File: config.mk
export PLATFORM = sky130hd
export DESIGN_NAME = exfat_entry_set_parser
export DESIGN_NICKNAME = d
export VERILOG_FILES = /design/src/hdl/efesp_pkg.sv /design/src/hdl/efesp_dpath.sv /design/src/hdl/efesp_ctrl.sv /design/src/hdl/exfat_entry_set_parser.sv
export SDC_FILE = /design/constraint.sdc
export NUM_CORES = 1
export LEC_CHECK = 0
export BUFFER_PORTS_ARGS = -buffer_cell sky130_fd_sc_hd__buf_2
export CORE_MARGIN = 8
export CORE_UTILIZATION = 35
export DETAILED_ROUTE_END_ITERATION = 10
export GPL_TIMING_DRIVEN = 0
export SYNTH_ARGS = -nofsm -noshare
export SYNTH_HDL_FRONTEND = slang
export SYNTH_SLANG_ARGS = --single-unit
File: constraint.sdc
create_clock -name i_clk -period 5.1 [get_ports i_clk]
set_input_delay 0 -clock i_clk [delete_from_list [all_inputs] [get_ports i_clk]]
set_output_delay 0 -clock i_clk [all_outputs]
set_load 0.02 [all_outputs]
File: src/hdl/efesp_pkg.sv
// Shared types, constants and control structs for the exFAT entry set parser.
package efesp_pkg;

    localparam int ENTRY_BYTES          = 32;
    localparam int IDX_W                = $clog2(ENTRY_BYTES);
    localparam int NAME_CAPACITY        = 260;
    localparam int NAME_W               = 9;
    localparam int NAME_BYTES_PER_ENTRY = 30;
    localparam int K_W                  = $clog2(NAME_BYTES_PER_ENTRY);
    localparam int TALLY_W              = 9;

    localparam int OFS_TYPE       = 0;
    localparam int OFS_SECOND     = 1;
    localparam int OFS_ATTR       = 4;
    localparam int OFS_CLUSTER    = 20;
    localparam int OFS_LENGTH     = 24;
    localparam int NAME_FIRST_BYTE = 2;

    localparam logic [7:0] TYPE_FILE   = 8'h85;
    localparam logic [7:0] TYPE_STREAM = 8'hC0;
    localparam logic [7:0] TYPE_NAME   = 8'hC1;

    localparam logic KIND_NAME = 1'b0;
    localparam logic KIND_INFO = 1'b1;

    typedef struct packed {
        logic [7:0] data_byte;
        logic       region_end;
    } t_in;

    typedef struct packed {
        logic              record_kind;
        logic [NAME_W-1:0] name_position;
        logic [7:0]        name_char;
        logic              set_complete;
        logic [7:0]        secondary_total;
        logic [15:0]       file_attributes;
        logic [31:0]       start_cluster;
        logic [7:0]        chain_flags;
        logic [63:0]       byte_length;
        logic [NAME_W-1:0] name_length;
        logic              name_truncated;
        logic              last_of_run;
    } t_out;

    typedef enum logic [2:0] {
        ST_IDLE,
        ST_DECODE,
        ST_NAME_RD,
        ST_NAME_OUT,
        ST_WRAP,
        ST_INFO
    } t_state;

    typedef struct packed {
        logic accept;
        logic decode;
        logic name_rd;
        logic name_skip;
        logic name_emit;
        logic info_load;
    } t_cmd;

    typedef struct packed {
        logic entry_last;
        logic in_end;
        logic is_name;
        logic name_room;
        logic k_last;
        logic out_free;
        logic info_pend;
    } t_stat;

endpackage

File: src/hdl/efesp_dpath.sv
// Datapath: entry store, field capture, set state and output register.
module efesp_dpath (
    input  logic             i_clk,
    input  logic             i_rst_n,
    input  efesp_pkg::t_cmd  i_cmd,
    output efesp_pkg::t_stat o_stat,
    input  efesp_pkg::t_in   i_in_data,
    output logic             o_out_valid,
    input  logic             i_out_stall,
    output efesp_pkg::t_out  o_out_data
);
    import efesp_pkg::*;

    logic [7:0]                r_mem [ENTRY_BYTES];
    logic [IDX_W-1:0]          r_byte_idx;
    logic [7:0]                r_type;
    logic [7:0]                r_second;
    logic [15:0]               r_attr_raw;
    logic [31:0]               r_clus_raw;
    logic [63:0]               r_len_raw;
    logic                      r_region_end;
    logic                      r_done;
    logic signed [TALLY_W-1:0] r_tally;
    logic [7:0]                r_count;
    logic [15:0]               r_attr;
    logic [31:0]               r_cluster;
    logic [7:0]                r_flags;
    logic [63:0]               r_length;
    logic [NAME_W-1:0]         r_name_fill;
    logic                      r_overflow;
    logic [K_W-1:0]            r_k;
    logic [7:0]                r_rd_data;
    logic                      r_out_valid;
    t_out                      r_out;

    logic signed [TALLY_W-1:0] n_tally;
    logic [7:0]                n_count;
    logic                      w_done;
    logic [IDX_W-1:0]          w_rd_addr;
    logic                      w_out_free;
    logic                      w_info_pend;
    logic                      w_name_last;
    t_out                      w_name_rec;
    t_out                      w_info_rec;

    assign w_out_free  = !r_out_valid || !i_out_stall;
    assign w_info_pend = r_done || r_region_end;
    assign w_rd_addr   = IDX_W'(r_k) + IDX_W'(NAME_FIRST_BYTE);
    assign w_name_last = !w_info_pend &&
                         (r_k == K_W'(NAME_BYTES_PER_ENTRY - 1) ||
                          ({1'b0, r_name_fill} + (NAME_W + 1)'(1)) >=
                          (NAME_W + 1)'(NAME_CAPACITY));

    always_comb begin
        n_tally = r_tally;
        n_count = r_count;
        case (r_type) inside
            TYPE_FILE: begin
                n_tally = '0;
                n_count = r_second;
            end
            TYPE_STREAM, TYPE_NAME: begin
                n_tally = r_tally + TALLY_W'(1);
            end
            default: begin
            end
        endcase
        w_done = n_tally >= $signed({1'b0, n_count});
    end

    always_comb begin
        w_name_rec               = '0;
        w_name_rec.record_kind   = KIND_NAME;
        w_name_rec.name_position = r_name_fill;
        w_name_rec.name_char     = r_rd_data;
        w_name_rec.last_of_run   = w_name_last;

        w_info_rec                 = '0;
        w_info_rec.record_kind     = KIND_INFO;
        w_info_rec.set_complete    = r_done;
        w_info_rec.secondary_total = r_count;
        w_info_rec.file_attributes = r_attr;
        w_info_rec.start_cluster   = r_cluster;
        w_info_rec.chain_flags     = r_flags;
        w_info_rec.byte_length     = r_length;
        w_info_rec.name_length     = r_name_fill;
        w_info_rec.name_truncated  = r_overflow;
        w_info_rec.last_of_run     = 1'b1;
    end

    always_ff @(posedge i_clk) begin
        if (i_cmd.accept) begin
            r_mem[r_byte_idx] <= i_in_data.data_byte;
            case (r_byte_idx) inside
                IDX_W'(OFS_TYPE): begin
                    r_type <= i_in_data.data_byte;
                end
                IDX_W'(OFS_SECOND): begin
                    r_second <= i_in_data.data_byte;
                end
                [IDX_W'(OFS_ATTR) : IDX_W'(OFS_ATTR + 1)]: begin
                    r_attr_raw[{r_byte_idx[0], 3'b000} +: 8] <= i_in_data.data_byte;
                end
                [IDX_W'(OFS_CLUSTER) : IDX_W'(OFS_CLUSTER + 3)]: begin
                    r_clus_raw[{r_byte_idx[1:0], 3'b000} +: 8] <= i_in_data.data_byte;
                end
                [IDX_W'(OFS_LENGTH) : IDX_W'(OFS_LENGTH + 7)]: begin
                    r_len_raw[{r_byte_idx[2:0], 3'b000} +: 8] <= i_in_data.data_byte;
                end
                default: begin
                end
            endcase
        end
        if (i_cmd.name_rd) begin
            r_rd_data <= r_mem[w_rd_addr];
        end
        if (i_cmd.name_emit) begin
            r_out <= w_name_rec;
        end else if (i_cmd.info_load) begin
            r_out <= w_info_rec;
        end
    end

    always_ff @(posedge i_clk) begin
        if (!i_rst_n) begin
            r_byte_idx   <= '0;
            r_region_end <= 1'b0;
            r_done       <= 1'b0;
            r_tally      <= '1;
            r_count      <= '0;
            r_attr       <= '0;
            r_cluster    <= '0;
            r_flags      <= '0;
            r_length     <= '0;
            r_name_fill  <= '0;
            r_overflow   <= 1'b0;
            r_k          <= '0;
            r_out_valid  <= 1'b0;
        end else begin
            if (i_cmd.accept) begin
                r_byte_idx   <= i_in_data.region_end ? '0 : r_byte_idx + IDX_W'(1);
                r_region_end <= i_in_data.region_end;
                r_done       <= 1'b0;
            end
            if (i_cmd.decode) begin
                r_tally <= n_tally;
                r_count <= n_count;
                r_done  <= w_done;
                r_k     <= '0;
                if (r_type == TYPE_FILE) begin
                    r_attr <= r_attr_raw;
                end
                if (r_type == TYPE_STREAM) begin
                    r_flags   <= r_second;
                    r_cluster <= r_clus_raw;
                    r_length  <= r_len_raw;
                end
            end
            if (i_cmd.name_skip) begin
                r_overflow <= 1'b1;
                r_k        <= r_k + K_W'(1);
            end
            if (i_cmd.name_emit) begin
                r_name_fill <= r_name_fill + NAME_W'(1);
                r_k         <= r_k + K_W'(1);
            end
            if (i_cmd.info_load) begin
                r_tally     <= '1;
                r_count     <= '0;
                r_attr      <= '0;
                r_cluster   <= '0;
                r_flags     <= '0;
                r_length    <= '0;
                r_name_fill <= '0;
                r_overflow  <= 1'b0;
            end
            if (i_cmd.name_emit || i_cmd.info_load) begin
                r_out_valid <= 1'b1;
            end else if (!i_out_stall) begin
                r_out_valid <= 1'b0;
            end
        end
    end

    assign o_stat.entry_last = r_byte_idx == IDX_W'(ENTRY_BYTES - 1);
    assign o_stat.in_end     = i_in_data.region_end;
    assign o_stat.is_name    = r_type == TYPE_NAME;
    assign o_stat.name_room  = r_name_fill < NAME_W'(NAME_CAPACITY);
    assign o_stat.k_last     = r_k == K_W'(NAME_BYTES_PER_ENTRY - 1);
    assign o_stat.out_free   = w_out_free;
    assign o_stat.info_pend  = w_info_pend;

    assign o_out_valid = r_out_valid;
    assign o_out_data  = r_out;

endmodule

File: src/hdl/efesp_ctrl.sv
// Controller: state machine that sequences byte intake, decode, name beats and info beats.
module efesp_ctrl (
    input  logic             i_clk,
    input  logic             i_rst_n,
    input  logic             i_in_valid,
    input  efesp_pkg::t_stat i_stat,
    output efesp_pkg::t_cmd  o_cmd,
    output logic             o_in_stall
);
    import efesp_pkg::*;

    t_state r_state;
    t_state n_state;

    always_ff @(posedge i_clk) begin
        if (!i_rst_n) begin
            r_state <= ST_IDLE;
        end else begin
            r_state <= n_state;
        end
    end

    always_comb begin
        n_state = r_state;
        case (r_state)
            ST_IDLE: begin
                if (i_in_valid) begin
                    if (i_stat.entry_last) begin
                        n_state = ST_DECODE;
                    end else if (i_stat.in_end) begin
                        n_state = ST_INFO;
                    end
                end
            end
            ST_DECODE: begin
                n_state = i_stat.is_name ? ST_NAME_RD : ST_WRAP;
            end
            ST_NAME_RD: begin
                if (i_stat.name_room) begin
                    n_state = ST_NAME_OUT;
                end else if (i_stat.k_last) begin
                    n_state = ST_WRAP;
                end
            end
            ST_NAME_OUT: begin
                if (i_stat.out_free) begin
                    n_state = i_stat.k_last ? ST_WRAP : ST_NAME_RD;
                end
            end
            ST_WRAP: begin
                n_state = i_stat.info_pend ? ST_INFO : ST_IDLE;
            end
            ST_INFO: begin
                if (i_stat.out_free) begin
                    n_state = ST_IDLE;
                end
            end
            default: begin
                n_state = ST_IDLE;
            end
        endcase
    end

    always_comb begin
        o_cmd      = '0;
        o_in_stall = 1'b1;
        case (r_state)
            ST_IDLE: begin
                o_in_stall   = 1'b0;
                o_cmd.accept = i_in_valid;
            end
            ST_DECODE: begin
                o_cmd.decode = 1'b1;
            end
            ST_NAME_RD: begin
                o_cmd.name_rd   = i_stat.name_room;
                o_cmd.name_skip = !i_stat.name_room;
            end
            ST_NAME_OUT: begin
                o_cmd.name_emit = i_stat.out_free;
            end
            ST_WRAP: begin
            end
            ST_INFO: begin
                o_cmd.info_load = i_stat.out_free;
            end
            default: begin
            end
        endcase
    end

endmodule

File: src/hdl/exfat_entry_set_parser.sv
// Top level: exFAT directory entry set parser, bytes in, name and info records out.
// A byte that completes no entry and does not end the region is taken back to back, one byte per cycle.
// A completed entry holds off input through decode and wrap, plus a store read and an output load per
// emitted name byte and a skip per dropped one, plus the info record load when a record is due.
// Output stalls stretch the output load and info beats.
// Reset is synchronous, active low; it clears control and set state, the entry store is not cleared.
module exfat_entry_set_parser (
    input  logic            i_clk,
    input  logic            i_rst_n,
    input  logic            i_in_valid,
    output logic            o_in_stall,
    input  efesp_pkg::t_in  i_in_data,
    output logic            o_out_valid,
    input  logic            i_out_stall,
    output efesp_pkg::t_out o_out_data
);
    import efesp_pkg::*;

    t_cmd  w_cmd;
    t_stat w_stat;

    efesp_ctrl u_ctrl (
        .i_clk      (i_clk),
        .i_rst_n    (i_rst_n),
        .i_in_valid (i_in_valid),
        .i_stat     (w_stat),
        .o_cmd      (w_cmd),
        .o_in_stall (o_in_stall)
    );

    efesp_dpath u_dpath (
        .i_clk       (i_clk),
        .i_rst_n     (i_rst_n),
        .i_cmd       (w_cmd),
        .o_stat      (w_stat),
        .i_in_data   (i_in_data),
        .o_out_valid (o_out_valid),
        .i_out_stall (i_out_stall),
        .o_out_data  (o_out_data)
    );

    a_load_when_free: assert property (@(posedge i_clk) disable iff (!i_rst_n)
        (w_cmd.name_emit || w_cmd.info_load) |-> w_stat.out_free)
        else $error("output register loaded while a beat is stalled");

    a_name_in_range: assert property (@(posedge i_clk) disable iff (!i_rst_n)
        (o_out_valid && o_out_data.record_kind == KIND_NAME) |->
        (o_out_data.name_position < NAME_W'(NAME_CAPACITY)))
        else $error("name beat position beyond capacity");

    a_info_frees_input: assert property (@(posedge i_clk) disable iff (!i_rst_n)
        w_cmd.info_load |=> !o_in_stall)
        else $error("input not released after info beat");

endmodule

* Word level (Yosys, flattened, before mapping)
Memory sizes are Yosys's and may differ from the RTL's. A register that Yosys moved wholly into a read port is not among the register bits.
Index checks and enable logic that the tools add are counted.
** Word-level totals
- Memory bits (writable) :: 256
- Memories :: 1
- Bits in registers :: 449
- Word-level logic and storage cells :: 140
- Output and inout bits :: 160
- Bits of input ports :: 13
** Cells by class
- Add/sub/neg operators :: 9
- Shift-type cells :: 6
- Bitwise gates (word level) :: 5
- Equal/unequal tests :: 17
- Muxes and demuxes :: 35
- $lt $le $gt $ge :: 9
- Reduce and logical (&&, ||, !) cells :: 27
** Memories
- u_dpath.r_mem :: depth 32, bits a word 8, rd ports 1, clocked after memory_dff 1, wr ports 1, line efesp_dpath.sv:14 : logic [7:0] r_mem [ENTRY_BYTES];
** Operators by type and width (count)
- $mux W157 :: 2
- $bwmux W64 :: 1
- $shift A8 B8 Y64 const A :: 1
- $shiftx A8 B8 Y64 :: 1
- $bwmux W32 :: 1
- $shift A8 B7 Y32 const A :: 1
- $shiftx A8 B7 Y32 :: 1
- $mux W3 :: 10
- $eq A8 B8 Y1 const B :: 3
- $mux W5 :: 4
- $mux W9 :: 2
- $pmux W3 S6 :: 1
- $bwmux W16 :: 1
- $shift A8 B6 Y16 const A :: 1
- $shiftx A8 B6 Y16 :: 1
- $mux W1 :: 11
- $add A5 B1 Y5 const B :: 2
- $add A9 B1 Y10 const B :: 1
- $eq A5 B5 Y1 const B :: 2
- $ge A10 B9 Y1 const B :: 1
- $ge A5 B5 Y1 const B :: 2
- $le A5 B5 Y1 const B :: 2
- $reduce_and A5 Y1 :: 2
- $add A9 B1 Y9 const B :: 1
- other kinds (32) :: 53

* Longest topological paths before layout
- Depth in word-level cells :: 6
- Mapped depth :: 12
- Depth with buffers taken out :: 11

* Hierarchy
A second synthesis with hierarchy kept.
** Unflattened totals
- Cells, all modules :: 2252
- Area, all modules :: 27579.0 um^2
** By module, submodules not included
- efesp_dpath :: area an instance 27258.6 um^2, cells an instance 2209, instances 1, seq. area each 18317.6 um^2
- efesp_ctrl :: area an instance 320.3 um^2, cells an instance 43, instances 1, seq. area each 60.1 um^2

* Worst setup path before layout
No wires, ideal clock.
- Path kind :: flip-flop to flip-flop
- Start :: reg u_dpath.r_byte_idx[0]
- End :: reg u_dpath.r_len_raw[24], enable pin
- Cell stages (with the launch flop) :: 10
- Library setup time :: 0.383 ns
- Setup slack :: 1.581 ns
- Data required time :: 4.717 ns
- Buffers on the path :: 4
- Data arrival time :: 3.135 ns
- Period minus slack after synthesis :: 3.519 ns
- Path through :: dfxtp_1 > clkbuf_1 > inv_1 > clkbuf_1 > ha_1 > ha_1 > clkbuf_1 > or4b_2 > clkbuf_1 > nor3_1
** On the way
- Cells in the longest elaborated chain, start to end :: 4
- Elaborated cells on any way between the ends :: 16
- Those cells by class :: 6 x order compare; 1 x eq/ne; 4 x bitwise; 5 x reduce/logical
** Ends and longest elaborated chain
- start, declared :: line efesp_dpath.sv:15 : logic [IDX_W-1:0] r_byte_idx;
- start signal, assigned :: line efesp_dpath.sv:141 : r_byte_idx <= i_in_data.region_end ? '0 : r_byte_idx + IDX_W'(1);
- $ge A5 B3 Y1 (no source line), or another cell as far along
- $logic_and A1 B1 Y1 (no source line)
- $not A1 Y1 (no source line)
- $reduce_and A6 Y1 (no source line) *
- end signal, assigned by index :: line efesp_dpath.sv:108 : r_len_raw[{r_byte_idx[2:0], 3'b000} +: 8] <= i_in_data.data_byte;
- end, declared :: line efesp_dpath.sv:20 : logic [63:0] r_len_raw;
Every way passes the cells marked *; elsewhere a longest branch is shown, timed or not.
A chain may end at the register's enable or synchronous reset.

* Worst setup path after layout
- Start :: reg u_dpath.r_byte_idx[0]
- End :: reg u_dpath.r_len_raw[26], enable pin
Same word-level chain as after synthesis.

==> impl_metrics.json <==
{
  "status": "finished, final reports clean",
  "dieHeight_um": 294,
  "post-place-cells": 3460,
  "worst_pin_slew_ps": 1250,
  "final_core_util_pct": 41.1,
  "placementRows": 102,
  "num_vias": 17800,
  "reg2regPathDepth": 9,
  "post_synth.cell_area_avg_um2": 12.1,
  "syn-cell-area_mm2": 0.0271,
  "mappedNetlistNets": 2284,
  "cp-startpoint": "u_dpath.r_byte_idx[0]$_SDFFE_PN0P_",
  "grt_use_total_pct": 15.8,
  "place_area_mm2": 0.0293,
  "dp_hpwl_um": 49200,
  "cap_violations": 0,
  "layout_commonest_cell": "nand2_1",
  "crit_type": "reg -> reg",
  "synth_edf_count": 410,
  "p_leak_uw": 0.0107,
  "drt-pass1-iter-count": 5,
  "antenna_found_initial": 4,
  "final.min_clock_period_ps": 4500,
  "layout.cells.non_filler": 3602,
  "ant_nets": 0,
  "grt_pass1_wl_um": 106000,
  "die-area_mm2": 0.0866,
  "layout_common_cells": "nand2_1, edfxtp_1, dfxtp_1, a21oi_1, buf_2",
  "regArea_mm2": 0.0184,
  "finalSetupTns_ps": 0,
  "viasPerCell": 4.94,
  "grt_overflow_total": 0,
  "route.detailed.drc": 0,
  "irDropWorstVdd_mv": 0.222,
  "core_area_mm2": 0.0771,
  "routedWlPerCell_um": 19.5,
  "yosysWarningCount": 0,
  "numCtsBuffers": 73,
  "grt_max_degree": 43,
  "layout-drive-gt1-share_pct": 15.6,
  "grt_pass1_vias": 18000,
  "synth-seq-cells": 713,
  "slew_viol_final": 0,
  "stdcell_area_mm2": 0.0317,
  "cp-endpoint": "u_dpath.r_len_raw[26]$_DFFE_PP_",
  "rr_startpoint": "u_dpath.r_byte_idx[0]$_SDFFE_PN0P_",
  "critical_path_arrival_ps": 4730,
  "cts_setup_buffers": 0,
  "routed_wl_um": 70200,
  "clk_pin_slew_ps": 70,
  "portBuffers": 171,
  "syn_inst": 2249,
  "drt_iter0_drc": 1222,
  "r2r_slack_ps": 600,
  "synth-main-ff-cell": "edfxtp_1",
  "hold_viol": 0,
  "r2r_end": "u_dpath.r_len_raw[26]$_DFFE_PP_",
  "htreeDepth": 3,
  "clockBufferDepth": 3,
  "fin_worst_skew_ps": 27.7,
  "clk_latency_ps": 620,
  "nets": 2535,
  "final.period_utilization_pct": 88.2,
  "cts_sinks": 713,
  "place.gp.congestion": 0.851,
  "required_ps": 5330,
  "multiInputGateArea_mm2": 0.00805,
  "areaGrowthSynthToFinish_pct": 17.0,
  "min-delay-path-class": "in -> reg",
  "p_total_uw": 12000,
  "slew_headroom_pct": 16.2,
  "async_flop_share_pct": 0,
  "p_per_area_mw_per_mm2": 380,
  "seq_area_frac_synth_pct": 67.8,
  "die_w_um": 294,
  "rsz0062_at_grt": "false",
  "synth.distinct_cells": 61,
  "num_io_pins": 173,
  "root_buffer": "clkbuf_16",
  "start_util_pct": 35.2,
  "cts_tree": "done",
  "endpoint_kind": "register",
  "setup_viol": 0,
  "cp-start-kind": "register",
  "fillers": 7242,
  "path_max_fanout": 12,
  "fmax_mhz": 222
}
==> sequential cells by signal, summed over array words and instances, names as in the netlist <==
register / cells
u_dpath.r_type: 8
u_dpath.r_len_raw: 64
u_dpath.r_count: 8
u_ctrl.r_state: 3
u_dpath.r_byte_idx: 5
u_dpath.r_attr: 16
u_dpath.r_flags: 8
u_dpath.o_out_data: 158
u_dpath.r_name_fill: 9
u_dpath.r_second: 8
u_dpath.r_cluster: 32
u_dpath.r_tally: 9
u_dpath.r_done: 1
u_dpath.r_k: 5
u_dpath.r_attr_raw: 16
u_dpath.r_rd_data: 8
u_dpath.r_mem: 256
u_dpath.r_overflow: 1
u_dpath.r_length: 64
u_dpath.r_region_end: 1
u_dpath.r_clus_raw: 32
u_dpath.o_out_valid: 1
==> where the power goes <==
group          total, uW  internal [uW]  switching [uW]
sequential          6180           6150            33.4
clock               5250           3050            2200
combinational        605            140             465
==> worst max-delay path, cell delays in order, from the launching register on <==
cell and delay (ps):
dfxtp_1 410, clkbuf_1 390, inv_1 190, clkbuf_1 300
ha_1 390, ha_1 310, clkbuf_1 330, or4b_2 630
clkbuf_1 240, nor3_1 920
==> stage by stage <==
step | hold slack [ps] | setup slack, ps
4_1_cts | 86.9 | 686
3_5_place_dp | 337 | 710
6_report | 117 | 601
5_1_grt | 118 | 219
3_3_place_gp | 327 | 773
2_1_floorplan | 98.9 | 1580
==> area by class of cell <==
cell class,instances,share of cell area [%]
flip-flops and latches,713,58.0
multi-input cells,1362,25.4
clock buffers,108,6.66
well taps,1040,4.10
repair buffers,176,2.86
plain buffers,142,1.81
clock inverters,26,0.805
inverters,32,0.379
diodes,3,0.0237
==> synthesized netlist by cell type (all sizes together) (8+ instances only) <==
library cell / n / area share [%]
mux4: 80 / 6.6
mux2: 9 / 0.37
edfxtp: 410 / 45
o21ai: 13 / 0.24
clkbuf: 119 / 1.6
nand4: 8 / 0.18
nor2: 123 / 1.7
inv: 32 / 0.44
and2: 70 / 1.6
nand3: 18 / 0.33
nand2: 592 / 8.2
a21oi: 286 / 5.3
ha: 22 / 1.0
nor3: 18 / 0.35
buf: 23 / 0.47
xor2: 11 / 0.36
mux2i: 9 / 0.33
dfxtp: 303 / 22
==> timing repair <==
action                                  CTS  global route
resized for setup                         0             0
endpoints found under the setup margin    0             0
hold buffers                              5             0
hold endpoints to repair                 14             0
==> worst min-delay path by stage <==
| stage | start | end | depth (start not counted) |
|---|---|---|---|
| after floorplan | i_in_data[1] | u_dpath.r_mem[0][0]$_DFFE_PP_ | 0 |
| after global placement | i_in_data[0] | u_dpath.r_region_end$_SDFFE_PN0P_ | 3 |
| after detailed placement | i_in_data[0] | u_dpath.r_region_end$_SDFFE_PN0P_ | 3 |
| after CTS | i_in_data[1] | u_dpath.r_mem[30][0]$_DFFE_PP_ | 1 |
| after global routing | i_in_data[1] | u_dpath.r_mem[9][0]$_DFFE_PP_ | 1 |
| final | i_in_data[1] | u_dpath.r_mem[30][0]$_DFFE_PP_ | 1 |
==> logic make-up (layout without fill, tap and decap cells) <==
family	Yosys count	after routing	share of synthesized area, %
AOI/OAI and AO/OA	344	344	6.83
adders and majority gates	22	22	1.02
xor gates and xnor gates	18	18	0.582
muxes	98	98	7.35
buffers and inverters	174	484	2.56
other	0	3	0
and+or+nand+nor	880	880	13.8
DFF	713	713	67.8
==> layer usage <==
metal	vias up	wire length (um)	track usage [%]
met5	-	0	0
met4	0	2340	5.91
met3	109	4050	3.20
met2	514	35800	28.0
met1	8767	28100	18.9
li1	8401	-	-
Note: power is estimated with default switching activity, not from simulation.
